**config.mk**
```make
export PLATFORM = sky130hd
export DESIGN_NAME = uart_tx_queue_with_parity
export DESIGN_NICKNAME = d
export VERILOG_FILES = /design/src/sv/uartq_pkg.sv /design/src/sv/uart_tx_queue_with_parity.sv /design/src/sv/uartq_ram.sv /design/src/sv/uartq_ctrl.sv
export VERILOG_INCLUDE_DIRS = /design/src /design/src/sv
export SDC_FILE = /design/constraint.sdc
export NUM_CORES = 1
export LEC_CHECK = 0
export ABC_AREA = 0
export BUFFER_PORTS_ARGS = -buffer_cell sky130_fd_sc_hd__buf_4
export CAP_MARGIN = 10
export CORE_ASPECT_RATIO = 0.7
export CORE_MARGIN = 2
export CORE_UTILIZATION = 45
export DETAILED_ROUTE_END_ITERATION = 10
export GPL_TIMING_DRIVEN = 0
export PLACE_DENSITY = 0.67
export SLEW_MARGIN = 10
export SYNTH_ARGS = -nofsm -noshare
export SYNTH_HDL_FRONTEND = slang
export SYNTH_SLANG_ARGS = --single-unit
```
**constraint.sdc**
```tcl
create_clock -name clk -period 3.4 [get_ports clk]
set_input_delay 0.17 -clock clk [delete_from_list [all_inputs] [get_ports clk]]
set_output_delay 0.17 -clock clk [all_outputs]
set_load 0.02 [all_outputs]
```
**src/sv/uart_tx_queue_with_parity_assert.svh**
```systemverilog
// Assertion macros shared by the transmit queue RTL.
// Depends on a clock named clk and an active-low reset named rst_n in scope.
`ifndef UART_TX_QUEUE_WITH_PARITY_ASSERT_SVH
`define UART_TX_QUEUE_WITH_PARITY_ASSERT_SVH

// Checked outside reset only
`define UARTQ_ASSERT(label, prop, msg) \
  label: assert property (@(posedge clk) disable iff (!rst_n) (prop)) else $error(msg);

// Checked at every edge, reset included
`define UARTQ_ASSERT_ALWAYS(label, prop, msg) \
  label: assert property (@(posedge clk) (prop)) else $error(msg);

`endif

```
**src/sv/uartq_pkg.sv**
```systemverilog
// Shared types, codes and the ninth-bit function of the UART transmit queue.
// No dependencies.
package uartq_pkg;

  // Command codes carried in the input tuser
  localparam logic CMD_ENQUEUE  = 1'b0;
  localparam logic CMD_TX_EVENT = 1'b1;

  // Configuration register indexes
  localparam logic CFG_IDX_PARITY    = 1'b0;
  localparam logic CFG_IDX_DIRECTION = 1'b1;

  localparam int IN_DATA_W  = 16;
  localparam int OUT_DATA_W = 16;
  localparam int CFG_DATA_W = 2;

  typedef enum logic [1:0] {
    PAR_MARK  = 2'd0,
    PAR_SPACE = 2'd1,
    PAR_EVEN  = 2'd2,
    PAR_ODD   = 2'd3
  } par_mode_t;

  typedef struct packed {
    par_mode_t parity_mode;
    logic      direction_control;
  } uartq_cfg_t;

  // Ninth bit sent along with a byte
  function automatic logic ninth_bit(input logic [7:0] b, input par_mode_t m);
    logic p;
    p = ^b;
    case (m)
      PAR_MARK:  return 1'b1;
      PAR_SPACE: return 1'b0;
      PAR_EVEN:  return p;
      PAR_ODD:   return ~p;
      default:   return 1'b1;
    endcase
  endfunction

endpackage

```
**src/sv/uart_tx_queue_with_parity.sv**
```systemverilog
// UART transmit queue with ninth parity bit. One result per input transaction.
// The result is registered after the RAM read (ring read, then output register).
// A new transaction is not taken until the control unit has loaded the result of the
// previous one into the output register, which waits while the output is stalled.
// Reset (synchronous, rst_n low): pointers, flags and config clear; ring contents
// are left as they are and are only read after being written.
module uart_tx_queue_with_parity import uartq_pkg::*; #(
  parameter int QUEUE_DEPTH = 64
) (
  input  logic                  clk,
  input  logic                  rst_n,
  // input stream
  input  logic                  in_tvalid,
  output logic                  in_tready,
  input  logic [IN_DATA_W-1:0]  in_tdata,   // [7:0] data_byte, [8] transmitter_ready, zero pad
  input  logic                  in_tuser,   // [0] cmd
  // result stream
  output logic                  out_tvalid,
  input  logic                  out_tready,
  output logic [OUT_DATA_W-1:0] out_tdata,  // [0] accepted, [1] tx_valid, [9:2] tx_byte,
                                            // [10] tx_ninth_bit, [11] irq_enable,
                                            // [12] queue_finished, [13] drive_transmit, pad
  // config write channel
  input  logic                  cfg_valid,
  output logic                  cfg_ready,
  input  logic                  cfg_index,
  input  logic [CFG_DATA_W-1:0] cfg_data
);

  uartq_cfg_t cfg_r, cfg_nxt;

  assign cfg_ready = 1'b1;

  // Config register writes
  always_comb begin
    cfg_nxt = cfg_r;
    if (cfg_valid && cfg_ready) begin
      case (cfg_index)
        CFG_IDX_PARITY:    cfg_nxt.parity_mode       = par_mode_t'(cfg_data);
        CFG_IDX_DIRECTION: cfg_nxt.direction_control = cfg_data[0];
        default:           cfg_nxt = cfg_r;
      endcase
    end
  end

  always_ff @(posedge clk) begin
    if (!rst_n) begin
      cfg_r <= '{parity_mode: PAR_MARK, direction_control: 1'b0};
    end else begin
      cfg_r <= cfg_nxt;
    end
  end

  uartq_ctrl #(.QUEUE_DEPTH(QUEUE_DEPTH)) u_ctrl (
    .clk        (clk),
    .rst_n      (rst_n),
    .cfg        (cfg_r),
    .in_tvalid  (in_tvalid),
    .in_tready  (in_tready),
    .in_tdata   (in_tdata),
    .in_tuser   (in_tuser),
    .out_tvalid (out_tvalid),
    .out_tready (out_tready),
    .out_tdata  (out_tdata)
  );

endmodule

```
**src/sv/uartq_ram.sv**
```systemverilog
// Ring storage of the transmit queue: one write port, one registered read port.
// Depends on nothing but its parameters.
module uartq_ram #(
  parameter int DEPTH  = 64,
  parameter int ADDR_W = $clog2(DEPTH)
) (
  input  logic              clk,
  input  logic              wr_en,
  input  logic [ADDR_W-1:0] wr_addr,
  input  logic [7:0]        wr_data,
  input  logic              rd_en,
  input  logic [ADDR_W-1:0] rd_addr,
  output logic [7:0]        rd_data_r
);

  logic [7:0] queue_mem_r [DEPTH];

  // Write port
  always_ff @(posedge clk) begin
    if (wr_en) begin
      queue_mem_r[wr_addr] <= wr_data;
    end
  end

  // Read port, registered
  always_ff @(posedge clk) begin
    if (rd_en) begin
      rd_data_r <= queue_mem_r[rd_addr];
    end
  end

endmodule

```
**src/sv/uartq_ctrl.sv**
```systemverilog
// Queue control: ring pointers, interrupt/finished/drive flags and output register.
// Depends on uartq_pkg and uartq_ram; assertions from uart_tx_queue_with_parity_assert.svh.
`include "uart_tx_queue_with_parity_assert.svh"

module uartq_ctrl import uartq_pkg::*; #(
  parameter int QUEUE_DEPTH = 64
) (
  input  logic                  clk,
  input  logic                  rst_n,
  input  uartq_cfg_t            cfg,
  input  logic                  in_tvalid,
  output logic                  in_tready,
  input  logic [IN_DATA_W-1:0]  in_tdata,
  input  logic                  in_tuser,
  output logic                  out_tvalid,
  input  logic                  out_tready,
  output logic [OUT_DATA_W-1:0] out_tdata
);

  localparam int ADDR_W = $clog2(QUEUE_DEPTH);
  localparam logic [ADDR_W-1:0] LAST_IDX = ADDR_W'(QUEUE_DEPTH - 1);

  typedef enum logic [1:0] {
    S_IDLE = 2'b01,
    S_LOAD = 2'b10
  } state_t;

  // Status of one item held until the read data returns
  typedef struct packed {
    logic accepted;
    logic tx_valid;
    logic irq;
    logic finished;
    logic drive;
  } pend_t;

  state_t            state_r, state_nxt;
  pend_t             pend_r, pend_nxt;
  logic [ADDR_W-1:0] wr_idx_r, wr_idx_nxt;
  logic [ADDR_W-1:0] rd_idx_r, rd_idx_nxt;
  logic              irq_r, irq_nxt;
  logic              fin_r, fin_nxt;
  logic              drive_r, drive_nxt;
  logic              out_valid_r, out_valid_nxt;
  logic [OUT_DATA_W-1:0] out_data_r, out_data_nxt;

  logic              in_fire;
  logic              load_out;
  logic [ADDR_W-1:0] wr_slot;
  logic [ADDR_W-1:0] rd_slot;
  logic              ring_full;
  logic              ring_empty;
  logic              mem_wr_en;
  logic              mem_rd_en;
  logic [7:0]        mem_rd_data;
  logic [7:0]        tx_byte;
  logic              tx_ninth;

  uartq_ram #(.DEPTH(QUEUE_DEPTH)) u_ram (
    .clk       (clk),
    .wr_en     (mem_wr_en),
    .wr_addr   (wr_idx_r),
    .wr_data   (in_tdata[7:0]),
    .rd_en     (mem_rd_en),
    .rd_addr   (rd_idx_r),
    .rd_data_r (mem_rd_data)
  );

  assign in_tready  = (state_r == S_IDLE);
  assign in_fire    = in_tvalid & in_tready;
  assign wr_slot    = (wr_idx_r == LAST_IDX) ? '0 : wr_idx_r + 1'b1;
  assign rd_slot    = (rd_idx_r == LAST_IDX) ? '0 : rd_idx_r + 1'b1;
  assign ring_full  = (wr_slot == rd_idx_r);
  assign ring_empty = (rd_idx_r == wr_idx_r);

  // Per-transaction update of pointers and flags
  always_comb begin
    wr_idx_nxt = wr_idx_r;
    rd_idx_nxt = rd_idx_r;
    irq_nxt    = irq_r;
    fin_nxt    = fin_r;
    drive_nxt  = drive_r;
    mem_wr_en  = 1'b0;
    mem_rd_en  = 1'b0;
    pend_nxt   = pend_r;
    if (in_fire) begin
      pend_nxt.accepted = 1'b0;
      pend_nxt.tx_valid = 1'b0;
      if (in_tuser == CMD_ENQUEUE) begin
        if (!ring_full) begin
          mem_wr_en         = 1'b1;
          wr_idx_nxt        = wr_slot;
          pend_nxt.accepted = 1'b1;
        end
        // start sending when the transmitter idles with the interrupt off
        if (in_tdata[8] && !irq_r) begin
          irq_nxt = 1'b1;
          fin_nxt = 1'b0;
          if (cfg.direction_control) begin
            drive_nxt = 1'b1;
          end
        end
      end else begin
        if (ring_empty) begin
          irq_nxt   = 1'b0;
          fin_nxt   = 1'b1;
          drive_nxt = 1'b0;
        end else begin
          mem_rd_en         = 1'b1;
          rd_idx_nxt        = rd_slot;
          pend_nxt.tx_valid = 1'b1;
        end
      end
      pend_nxt.irq      = irq_nxt;
      pend_nxt.finished = fin_nxt;
      pend_nxt.drive    = drive_nxt;
    end
  end

  // Result assembly once the read data is back
  assign load_out = (state_r == S_LOAD) && (!out_valid_r || out_tready);
  assign tx_byte  = pend_r.tx_valid ? mem_rd_data : 8'h00;
  assign tx_ninth = pend_r.tx_valid ? ninth_bit(mem_rd_data, cfg.parity_mode) : 1'b0;

  always_comb begin
    out_data_nxt  = out_data_r;
    out_valid_nxt = out_valid_r & ~out_tready;
    if (load_out) begin
      out_data_nxt  = {2'b00, pend_r.drive, pend_r.finished, pend_r.irq, tx_ninth,
                       tx_byte, pend_r.tx_valid, pend_r.accepted};
      out_valid_nxt = 1'b1;
    end
  end

  // Sequencer
  always_comb begin
    state_nxt = state_r;
    case (state_r)
      S_IDLE:  if (in_fire) state_nxt = S_LOAD;
      S_LOAD:  if (load_out) state_nxt = S_IDLE;
      default: state_nxt = S_IDLE;
    endcase
  end

  always_ff @(posedge clk) begin
    if (!rst_n) begin
      state_r     <= S_IDLE;
      wr_idx_r    <= '0;
      rd_idx_r    <= '0;
      irq_r       <= 1'b0;
      fin_r       <= 1'b0;
      drive_r     <= 1'b0;
      out_valid_r <= 1'b0;
    end else begin
      state_r     <= state_nxt;
      wr_idx_r    <= wr_idx_nxt;
      rd_idx_r    <= rd_idx_nxt;
      irq_r       <= irq_nxt;
      fin_r       <= fin_nxt;
      drive_r     <= drive_nxt;
      out_valid_r <= out_valid_nxt;
    end
  end

  always_ff @(posedge clk) begin
    pend_r     <= pend_nxt;
    out_data_r <= out_data_nxt;
  end

  assign out_tvalid = out_valid_r;
  assign out_tdata  = out_data_r;

  // Checks
  `UARTQ_ASSERT(a_fire_to_load, in_fire |=> (state_r == S_LOAD), "accepted item did not go to load")
  `UARTQ_ASSERT(a_drive_needs_irq, drive_r |-> irq_r, "driver on while interrupt off")
  `UARTQ_ASSERT(a_fin_no_irq, fin_r |-> !irq_r, "finished while interrupt on")
  `UARTQ_ASSERT(a_idx_range, (rd_idx_r <= LAST_IDX) && (wr_idx_r <= LAST_IDX), "index out of ring")
  `UARTQ_ASSERT_ALWAYS(a_reset_out, !rst_n |=> !out_valid_r, "output valid after reset")

endmodule

```
==> flow_metrics.py <==
metrics = {
    "clocking": {
        "cts_buffers": 50,
        "clock_latency_ns": 0.60,
        "cts_tree": "built",
        "cts.path.max_buffers": 3,
        "cts.sinks": 560,
        "cts.clk_slew.worst_paths_ns": 0.06,
        "cts_max_level": 2,
        "cts_setup_buffers": 0,
        "cts-root-buf": "clkbuf_16",
    },
    "yosys": {
        "yosysTopAreaCell": "edfxtp_1",
        "avgSynthCellArea_um2": 21.00,
        "async_reset_ff_frac": 0,
        "ys_types": 51,
        "synth_area_mm2": 0.02207,
        "ys_top_cells_by_area": "edfxtp_1 (73%), mux4_2 (16%), dfxtp_1 (1.9%)",
        "synth_edf_count": 539,
        "synth_seq_cells": 560,
        "synth_top_area_share": 0.7334,
        "synthCells": 1051,
        "synth_ff_type": "edfxtp_1",
        "ys_warn_count": 0,
        "yosysSeqAreaShare": 0.7524,
    },
    "floorplanning": {
        "ios": 44,
        "floorplan.initialDensity": 0.4587,
        "rows": 67,
        "fp.coreArea_mm2": 0.04812,
        "dieArea_mm2": 0.05086,
        "fp.dieH_um": 189.3,
        "fp.dieW_um": 268.7,
    },
    "worst_setup_path": {
        "cp_cell_sequence": "nor2b_1, nand2_1, clkbuf_1, inv_2, nand4b_1, nor3_1, buf_2",
        "crit_path_max_fanout": 14,
        "end_kind": "flip-flop",
        "critical_path_class": "flip-flop to flip-flop",
        "crit_path_start_kind": "flip-flop",
        "cp.required_ns": 3.70,
        "slowest_stage": "nor3_1",
        "max_stage_delay_ns": 0.85,
        "arrival_ns": 3.79,
    },
    "detailed_routing": {
        "vias_per_cell": 6.016,
        "drc": 0,
        "wire_per_inst_um": 28.18,
        "drt_iter0_markers": 1521,
        "drt_wl_total_um": 52130,
        "via_count": 11130,
        "ant_nets": 0,
        "drt-pass1-iter-count": 5,
    },
    "final_layout": {
        "mostFrequentLayoutCell": "edfxtp_1",
        "area_growth_pct": 14.11,
        "final_cell_mix": "edfxtp_1 (539), mux4_2 (157), clkbuf_16 (50)",
        "drive_gt1_frac": 0.3121,
        "fin_nets": 1183,
        "diodes": 0,
        "finalInstanceArea_mm2": 0.02518,
    },
    "global_route": {
        "antenna_found_initial": 1,
        "overflow": 0,
        "first_global_vias": 10766,
        "grt_pass1_wl_um": 74760,
        "grt_max_degree": 65,
        "grtUsageTotal": 0.2080,
    },
    "power_and_ir_drop": {
        "power_density_mw_per_mm2": 541.6,
        "p_leak_nw": 7.583,
        "p_total_mw": 13.64,
        "ir_drop_uv": 476.6,
    },
    "job": {
        "drv_cap": 0,
    },
    "timing": {
        "fin_crit_sh": 1.028,
        "fin_skew_ns": 0.01631,
        "setup_violations": 29,
        "slew_violations": 0,
        "grt_setup_unrepaired": "yes",
        "fin_hold_ws_ns": 0.1356,
        "tightestPinTransition_ns": 1.132,
        "max_freq_ghz": 0.2860,
        "setup_tns_ns": -0.8339,
        "finalHoldViolCount": 0,
        "setup_ws_ns": -0.09613,
        "max_slew_margin": 0.2435,
        "period_needed_ns": 3.496,
    },
    "run_status": {
        "status": "finished, violations left",
        "violations": "negative setup slack",
    },
    "place": {
        "post-place-ws_ns": -0.2835,
        "routabilityCongestion": 0.8759,
        "dp_hpwl_um": 33870,
        "portBuffers": 33,
        "dpl_cell_area_mm2": 0.02336,
    },
    "min_path": {
        "hp-class": "primary input to flip-flop",
    },
}
## state kept, by name, summed over array words and instances, names as in the netlist
signal                    cells
u_ctrl.pend_r                 5
u_ctrl.fin_r                  1
u_ctrl.drive_r                1
u_ctrl.u_ram.queue_mem_r    512
u_ctrl.state_r                2
u_ctrl.u_ram.rd_data_r        8
u_ctrl.irq_r                  1
u_ctrl.rd_idx_r               6
cfg_r                         3
u_ctrl.out_tvalid             1
u_ctrl.out_tdata             14
u_ctrl.wr_idx_r               6
## kinds of logic after synthesis
kind of cell             after synthesis  synth area share
flip-flops                           560            0.7524
AND/OR/NAND/NOR                      171           0.03889
multiplexers                         163            0.1630
buffers and inverters                 70           0.01559
AO/OA/AOI/OAI                         62           0.01962
XOR/XNOR                              21          0.009014
adder cells (fa/ha/maj)                2          0.001134
other                                  2         0.0003403
## area by class of cell
class / count / area, µm²
well taps: 655 / 819.5
inverters: 7 / 26.28
repair buffers: 53 / 440.4
plain buffers: 62 / 329.1
clock buffers: 60 / 1289
flip-flops and latches: 560 / 16610
fillers: 3783 / 22930
clock inverters: 31 / 302.8
multi-input cells: 422 / 5371
## path summary, 6_finish.rpt
path / startpoint / to / slack, ns / depth (start not counted)
setup reg to reg: u_ctrl.state_r[0] / u_ctrl.u_ram.queue_mem_r[3][2] / -0.1 / 7
hold reg to reg: u_ctrl.pend_r[1] / u_ctrl.out_tdata[12] / 0.43 / 0
setup / recovery: u_ctrl.state_r[0] / u_ctrl.u_ram.queue_mem_r[3][2] / -0.1 / 7
hold / removal: in_tdata[6] / u_ctrl.u_ram.queue_mem_r[47][6] / 0.14 / 1
## synth_stat cells (2+ instances only)
cell,number
dfxtp_1,21
nand4_1,3
xor2_1,11
buf_4,8
or3_1,4
nand3b_1,4
buf_6,3
conb_1,2
buf_1,3
inv_1,6
mux4_2,157
o21ai_1,2
nand3_1,10
edfxtp_1,539
o22ai_1,11
o21ai_0,4
nand2_1,21
o31ai_1,5
mux2i_1,5
or4_1,4
buf_2,23
a211oi_1,3
nor2_1,44
and3_1,2
or2_2,2
a221o_1,3
and2_1,10
o211ai_1,3
ha_1,2
clkbuf_1,26
nor2b_1,9
xnor2_1,9
nand2b_1,6
a22o_1,5
a21oi_1,18
nor3_1,48
## critical path: cells and delay by family (launching register included)
kind	cells	cell delay, ns
flip-flops	1	0.33
buffers and inverters	3	0.89
AND/OR/NAND/NOR	4	1.99
## where the power goes
group | internal [mW] | total, mW | switching, mW
logic | 0.148 | 0.455 | 0.307
registers | 7.58 | 7.59 | 0.0112
clock network | 3.10 | 5.59 | 2.50
## what timing repair did
item | in CTS | in global routing
cloned | 0 | 0
hold buffers | 12 | 0
endpoints found under the hold margin | 14 | 0
setup endpoints to repair | 72 | 102
gates resized for setup | 17 | 9
## routing by layer
metal / GRT usage / share of wire / wire length [µm]
met4: 0.04637 / 0.020 / 1049
met1: 0.3256 / 0.44 / 23190
met3: 0.05696 / 0.10 / 5390
met2: 0.2918 / 0.43 / 22490
met5: 0 / 0 / 0
## through the flow
step           instances  utilization
2_1_floorplan       1052            -
3_3_place_gp        1740       0.4809
6_report            1850       0.5234
3_5_place_dp        1748       0.4854
5_1_grt             1850       0.5234
4_1_cts             1851       0.5221
No activity file was read; power rests on OpenSTA's default activity.
